===== src/rtl/ubt_pkg.sv =====
package ubt_pkg;

   localparam int ACTION_W = 2;
   localparam int LEVEL_W = 6;
   localparam int HANDLE_W = 12;
   localparam int STATUS_W = 3;
   localparam int LIVE_W = 13;
   localparam int TERM_W = 5;
   localparam int STAMP_W = 32;
   localparam int HASH_W = 32;
   localparam int REQ_TDATA_W = 48;
   localparam int RSP_TDATA_W = 32;

   localparam int NODE_COUNT_DEF = 4096;
   localparam int BUCKET_COUNT_DEF = 4096;
   localparam int MAX_LEVEL_DEF = 63;

   localparam logic [TERM_W-1:0] TERM_RESET = 5'd2;
   localparam logic [TERM_W-1:0] TERM_MIN = 5'd1;
   localparam logic [TERM_W-1:0] TERM_MAX = 5'd16;
   localparam logic [STAMP_W-1:0] ROUND_RESET = 32'd1;

   localparam logic [HASH_W-1:0] HASH_MUL_LV = 32'h9E37_79B1;
   localparam logic [HASH_W-1:0] HASH_MUL_LO = 32'h85EB_CA77;
   localparam logic [HASH_W-1:0] HASH_MUL_HI = 32'hC2B2_AE3D;

   localparam logic [ACTION_W-1:0] ACT_FIND = 2'd0;
   localparam logic [ACTION_W-1:0] ACT_ROUND = 2'd1;
   localparam logic [ACTION_W-1:0] ACT_MARK = 2'd2;
   localparam logic [ACTION_W-1:0] ACT_SWEEP = 2'd3;

   localparam logic [STATUS_W-1:0] ST_FOUND = 3'd0;
   localparam logic [STATUS_W-1:0] ST_INSERTED = 3'd1;
   localparam logic [STATUS_W-1:0] ST_REDUCED = 3'd2;
   localparam logic [STATUS_W-1:0] ST_FULL = 3'd3;
   localparam logic [STATUS_W-1:0] ST_DONE = 3'd4;

   typedef struct packed {
      logic level;
      logic children;
      logic link;
      logic stamp;
   } node_wmask_type;

   function automatic logic [TERM_W-1:0] eff_terms(input logic [TERM_W-1:0] t);
      logic [TERM_W-1:0] r;
      r = t;
      if (t < TERM_MIN) begin
         r = TERM_MIN;
      end else if (t > TERM_MAX) begin
         r = TERM_MAX;
      end
      return r;
   endfunction

endpackage


===== src/rtl/ubt_hash.sv =====
module ubt_hash #(
   parameter int BUCKET_COUNT = ubt_pkg::BUCKET_COUNT_DEF
) (
   input  logic                             clock,
   input  logic                             reset,
   input  logic                             go,
   input  logic [ubt_pkg::LEVEL_W-1:0]      level,
   input  logic [ubt_pkg::HANDLE_W-1:0]     low,
   input  logic [ubt_pkg::HANDLE_W-1:0]     high,
   output logic                             valid,
   output logic [$clog2(BUCKET_COUNT)-1:0]  bucket
);

   localparam int BW = $clog2(BUCKET_COUNT);
   localparam int HW = ubt_pkg::HASH_W;

   logic          v1_ff, v2_ff, v3_ff;
   logic [HW-1:0] p_lv_ff, p_lo_ff, p_hi_ff, p_hi2_ff, h2_ff, h4_ff;
   logic [HW-1:0] p_lv_in, p_lo_in, p_hi_in, h2_in, h3, h4_in;

   // stage 1: the three products, stage 2 and 3: the mixing rounds
   always_comb begin
      p_lv_in = HW'(HW'(level) * ubt_pkg::HASH_MUL_LV);
      p_lo_in = HW'(HW'(low) * ubt_pkg::HASH_MUL_LO);
      p_hi_in = HW'(HW'(high) * ubt_pkg::HASH_MUL_HI);
      h2_in = p_lv_ff ^ (p_lo_ff + (p_lv_ff << 6) + (p_lv_ff >> 2));
      h3 = h2_ff ^ (p_hi2_ff + (h2_ff << 6) + (h2_ff >> 2));
      h4_in = h3 ^ (h3 >> 15);
   end

   always_ff @(posedge clock) begin
      p_lv_ff <= p_lv_in;
      p_lo_ff <= p_lo_in;
      p_hi_ff <= p_hi_in;
      h2_ff <= h2_in;
      p_hi2_ff <= p_hi_ff;
      h4_ff <= h4_in;
   end

   always_ff @(posedge clock) begin
      if (reset) begin
         v1_ff <= 1'b0;
         v2_ff <= 1'b0;
         v3_ff <= 1'b0;
      end else begin
         v1_ff <= go;
         v2_ff <= v1_ff;
         v3_ff <= v2_ff;
      end
   end

   assign valid = v3_ff;
   assign bucket = h4_ff[BW-1:0];

endmodule


===== config.mk =====
export PLATFORM = sky130hd
export DESIGN_NAME = ubt_hash
export DESIGN_NICKNAME = d
export VERILOG_FILES = /design/src/rtl/ubt_pkg.sv /design/src/rtl/ubt_hash.sv
export SDC_FILE = /design/constraint.sdc
export NUM_CORES = 1
export LEC_CHECK = 0
export ABC_CLOCK_PERIOD_IN_PS = 6200
export CAP_MARGIN = 20
export CORE_UTILIZATION = 30
export CTS_CLUSTER_DIAMETER = 150
export DETAILED_ROUTE_END_ITERATION = 10
export DONT_BUFFER_PORTS = 1
export HOLD_SLACK_MARGIN = 0.06
export MAX_ROUTING_LAYER = met4
export PLACE_DENSITY_LB_ADDON = 0.05
export SYNTH_ARGS = -nofsm -noshare
export SYNTH_HDL_FRONTEND = slang
export SYNTH_SLANG_ARGS = --single-unit

===== constraint.sdc =====
create_clock -name clock -period 6.2 [get_ports clock]
set_input_delay 0.93 -clock clock [delete_from_list [all_inputs] [get_ports clock]]
set_output_delay 0.93 -clock clock [all_outputs]
set_load 0.1 [all_outputs]

==> reports/results.ini, run 1 <==
[worst_hold_path]
hold_depth = 0
hold_class = register to register
worstHoldStart = p_hi_ff[3]

[timing]
fmax_mhz = 176
slew_viol_final = 0
worst_pin_slew_ps = 960
tns_ps = 0
setup_viol = 0
hold_viol = 0
max_slew_margin = 0.359
fin_crit_sh = 0.915
period_minus_slack_ps = 5670
grt_setup_unrepaired = false
skew_ps = 16.3

[placed_design]
portBuffers = 0
hpwl_mm = 41.8
place_congestion = 0.900

[detailed_routing]
drc = 0
vias = 11400
post_drt_wl_per_cell_um = 18.1
wirelength_mm = 46.6
firstDrtPassIters = 5
drt-initial-drc-count = 448
drtAntennaViolNets = 0
viasPerCell = 4.44

[global_routing]
grt_use_total = 0.172
grt_use_met2 = 0.300
grt_use_met3 = 0.0172
grt_overflow = 0
grt_pass1_vias = 12900
grt_pass1_wl_mm = 75.1
met1_usage = 0.215
grt_max_degree = 18
antenna_found_initial = 0
busiest_layer = met2

[worst_setup_path]
worstPathArrival_ps = 6040
worst_setup_path_start_kind = input pin
cp_max_fo = 6
path_class = input pin to register
rr_startpoint = p_lv_ff[4]
reg2regPathDepth = 11
critPathRequiredTime_ps = 6570
cp-startpoint = low[9]
end_kind = register

[flow_run]
cap_violations = 0

[logic_synthesis]
ys_seq_area_frac = 0.178
yosysTopAreaCell = fa_1
yosysMostFrequentCell = inv_1
synthTopCellsByArea = fa_1 (29%), ha_1 (19%), dfxtp_1 (18%)
synth_xor_area_frac = 0.101
syn-instance-count = 1767
async_flop_share = 0
synth_top_family_by_area = adder cells
synth_ff_type = dfxtp_1
synthMuxAreaShare = 0
synth_fp_nets = 2328
synth_fa_ha_area_frac = 0.482
synth_compound_area_frac = 0.0989
syn_area_per_cell_um2 = 10.0
ys_types = 52
syn-cell-area_um2 = 17700
synthTopCellsByCount = inv_1 (407), ha_1 (270), fa_1 (258), xnor2_1 (161), dfxtp_1 (158)
yosys.area_share.simple = 0.0538
synth.ff_latch_count = 158
yosys_warnings = 0
yosys.area.top_type_share = 0.291
synth-edff-count = 0

[outcome]
outcome = complete, no violations

[clock_network]
numCtsBuffers = 17
clk_pin_slew_ps = 70
postCtsSetupBuffers = 0
clk_latency_ps = 440
postCtsHoldBufs = 0
cts_buffer_depth = 2
cts.sinks = 158
cts-htree-levels = 4
cts_tree = built
cts_resized = 0
cts_root_buf = clkbuf_16

[layout]
nets = 2352
syn2layout_area_growth_pct = 9.27
antennaDiodeCount = 0
drive_gt1_frac = 0.0277

[floorplanning]
ios = 46
rows = 88
die_w_um = 245
coreArea_um2 = 58000
dieArea_um2 = 60100
die_h_um = 245
initial_core_util = 0.306

## layout make-up
cell class              count  area [um2]
clock buffers              17         425
fillers                  6002       38600
flip-flops and latches    158        3160
repair buffers              7        52.6
clock inverters            15         216
multi-input cells        1199       13000
well taps                 765         957
inverters                 408        1530
## logic make-up (layout without fill, tap and decap cells)
family	count (synthesis)	count (layout)
AO/OA/AOI/OAI	272	272
XOR/XNOR	204	204
adder cells (fa/ha/maj)	528	528
buffers and inverters	410	447
flip-flops	158	158
AND/OR/NAND/NOR	195	195
## layer usage
| layer | wire length, um | part of all wire |
|---|---|---|
| met4 | 621 | 0.013 |
| met1 | 22100 | 0.47 |
| met5 | 0 | 0 |
| met3 | 548 | 0.012 |
| met2 | 23300 | 0.50 |
## layout by cell type (no fill, tap or decap), drive strengths merged, types with 15 or more instances in the layout
cell type	instances
o21ai	41
xnor2	161
nor2	55
o21a	21
a21o	38
nand2	46
a21oi	93
ha	270
nor3	15
fa	258
dfxtp	158
xor2	43
inv	417
nand3	17
clkbuf	17
## through the flow
stage	setup WS [ps]	util	hold WS [ps]	cells	area, um2
2_1_floorplan	345	-	310	1767	17700
3_3_place_gp	60.6	0.323	314	2537	18700
3_5_place_dp	6.93	0.323	313	2537	18700
4_1_cts	472	0.334	326	2569	19400
5_1_grt	243	0.334	323	2569	19400
6_report	529	0.334	326	2569	19400
## flip-flops by register name, indices dropped and copies added (netlist names)
| register | count |
|---|---|
| p_lo_ff | 29 |
| h2_ff | 29 |
| p_lv_ff | 31 |
| h4_ff | 12 |
| v1_ff | 1 |
| valid | 1 |
| p_hi_ff | 27 |
| p_hi2_ff | 27 |
| v2_ff | 1 |
## worst paths after layout
check                                    to  slack [ps]
worst max-delay path            p_lo_ff[27]         530
worst min-delay path            p_hi2_ff[3]         330
worst min register to register  p_hi2_ff[3]         330
worst max register to register    h2_ff[28]        2470
## critical path, stage by stage
cell and delay (ps):
fa_1 470, fa_1 550, inv_1 60, fa_1 530
inv_1 50, fa_1 530, inv_1 50, fa_1 530
inv_1 40, ha_1 350, a21oi_1 220, nand2_1 90
a22oi_1 310, a221o_1 260, o21ai_1 100, or4_1 430
a31o_1 220, a21oi_1 170, xnor2_1 140
Power of run 1 is left out: the tool's default activity adds up to more than one toggle a clock period on the data nets, which glitch-free logic cannot reach.
==> run 2: changes to the inputs <==
--- a/config.mk
+++ b/config.mk
@@ -8,6 +8,7 @@
 export ABC_CLOCK_PERIOD_IN_PS = 6200
 export CAP_MARGIN = 20
 export CORE_UTILIZATION = 30
+export CTS_BUF_LIST = sky130_fd_sc_hd__clkbuf_4 sky130_fd_sc_hd__clkbuf_8
 export CTS_CLUSTER_DIAMETER = 150
 export DETAILED_ROUTE_END_ITERATION = 10
 export DONT_BUFFER_PORTS = 1
==> reports/results.ini, run 2 (synthesis results as in run 1) <==
[outcome]
outcome = complete, no violations

[layout]
antennaDiodeCount = 0  ; unchanged
fill_cells = 6024  ; +0.37%
largest_register_ffs = 31  ; unchanged
drive_gt1_frac = 0.0277  ; unchanged
layout_commonest_cell = inv_1
syn2layout_area_growth_pct = 8.19
top_register = p_lv_ff
layout_common_cells = inv_1 (407), ha_1 (270), fa_1 (258)
reg_top3 = p_lv_ff: 31 flops, h2_ff: 29 flops, p_lo_ff: 29 flops
nets = 2352  ; unchanged

[floorplanning]
initial_core_util = 0.306  ; unchanged
die_w_um = 245  ; unchanged
dieArea_um2 = 60100  ; unchanged
coreArea_um2 = 58000  ; unchanged
ios = 46  ; unchanged
die_h_um = 245  ; unchanged
rows = 88  ; unchanged

[global_routing]
grt_overflow = 0  ; unchanged
grt_pass1_vias = 12900  ; +0.062%
grt_use_total = 0.172  ; -0.000408
antenna_found_initial = 0  ; unchanged
grt_max_degree = 18  ; unchanged
grt_pass1_wl_mm = 75.0  ; -0.17%

[detailed_routing]
viasPerCell = 4.45  ; +0.20%
post_drt_wl_per_cell_um = 18.1  ; +0.12%
wirelength_mm = 46.6  ; +0.12%
wl_met1_mm = 22.1  ; about the same
drt-initial-drc-count = 443  ; -1.1%
vias = 11400  ; +0.20%
top_layer = met4
dr_wl_met2_mm = 23.3  ; -0.16%
wl_met3_um = 599  ; +9.3%
firstDrtPassIters = 5  ; unchanged
drc = 0  ; unchanged
drtAntennaViolNets = 0  ; unchanged

[timing]
worst_pin_slew_ps = 959  ; -0.275 ps
max_slew_margin = 0.360  ; about the same
grt_setup_unrepaired = false
hold_viol = 0  ; unchanged
skew_ps = 24.2  ; +7.89 ps
fin_crit_sh = 0.907  ; -0.00755
slew_viol_final = 0  ; unchanged
period_minus_slack_ps = 5620  ; -46.8 ps
fmax_mhz = 178  ; +0.83%
setup_viol = 0  ; unchanged
tns_ps = 0  ; unchanged

[worst_setup_path]
path_class = input pin to register
critPathSlowestCell = fa_1
worstPathArrival_ps = 6040  ; about the same
crit_cells = 19  ; unchanged
critPathMostFrequentCell = fa_1
regToRegSetupSlack_ps = 2500  ; +30 ps
cp-startpoint = low[9]
cp_max_fo = 6  ; unchanged
worstPathCellList = fa_1, fa_1, inv_1, fa_1, inv_1, fa_1, inv_1, fa_1, inv_1, ha_1, a21oi_1, nand2_1, a22oi_1, a221o_1, o21ai_1, or4_1, a31o_1, a21oi_1, xnor2_1
cpLargestDelayFamily = adder cells
end_kind = register
reg2regPathDepth = 11  ; unchanged
critPathRequiredTime_ps = 6620  ; +50 ps
reg2reg_to = h2_ff[28]
rr_startpoint = p_lv_ff[4]
worst_setup_path_start_kind = input pin
endpoint = p_lo_ff[27]
critical-path-max-stage-delay_ps = 550  ; about the same
crit_buf_inv = 4  ; unchanged

[worst_hold_path]
hold_class = register to register
hold_depth = 0  ; unchanged

[clock_network]
postCtsHoldBufs = 0  ; unchanged
cts-htree-levels = 4  ; unchanged
numCtsBuffers = 17  ; unchanged
clk_latency_ps = 480  ; +40 ps
clk_pin_slew_ps = 100  ; +30 ps
cts_resized = 0  ; unchanged
postCtsSetupBuffers = 0  ; unchanged
cts_root_buf = clkbuf_8
cts_tree = built
cts.sinks = 158  ; unchanged
cts_buffer_depth = 2  ; unchanged

[placed_design]
place_congestion = 0.900  ; unchanged
hpwl_mm = 41.8  ; unchanged
portBuffers = 0  ; unchanged

[flow_run]
cap_violations = 0  ; unchanged

-- run 2: worst register-to-register path: stages (launching register included) --
cell,delay (ps)
dfxtp_1,570
ha_1,360
ha_1,320
a211o_1,120
o211ai_1,150
a2111oi_0,770
o211a_1,260
o21ai_1,110
and3_1,180
o41ai_1,400
a21oi_1,140
xnor2_1,230
-- run 2: layout make-up --
cell class                 count  area, um2  area share
multi-input combinational   1199      13000       0.679
sequential                   158       3160       0.165
inverter                     408       1530      0.0798
tap                          765        957      0.0499
clock buffer                  17        234      0.0122
clock inverter                15        216      0.0113
timing repair buffer           7       52.6     0.00274
-- run 2: stage by stage --
step                      area, um2  hold slack [ps]   util  setup WS (ps)  std cells
final                         19200              332  0.331            576       2569
after global routing          19200              333  0.331            304       2569
after CTS                     19200              337  0.331            540       2569
after detailed placement      18700              313  0.323           6.93       2537
after global placement        18700              314  0.323           60.6       2537
after floorplan               17700              310      -            345       1767
-- run 2: worst min-delay path by stage --
stage | from | end | slack (ps)
final | p_hi_ff[14] | p_hi2_ff[14] | 330
after global routing | p_hi_ff[3] | p_hi2_ff[3] | 330
after detailed placement | p_hi_ff[0] | p_hi2_ff[0] | 310
after floorplan | p_hi_ff[0] | p_hi2_ff[0] | 310
after global placement | p_hi_ff[0] | p_hi2_ff[0] | 310
after CTS | p_hi_ff[0] | p_hi2_ff[0] | 340
-- run 2: routing by layer --
metal  global-route usage  up-vias
met3               0.0175       30
li1                     -     5688
met5                    -        -
met4               0.0322        0
met2                0.299       83
met1                0.215     5630
Power of run 2 is left out for the same reason.
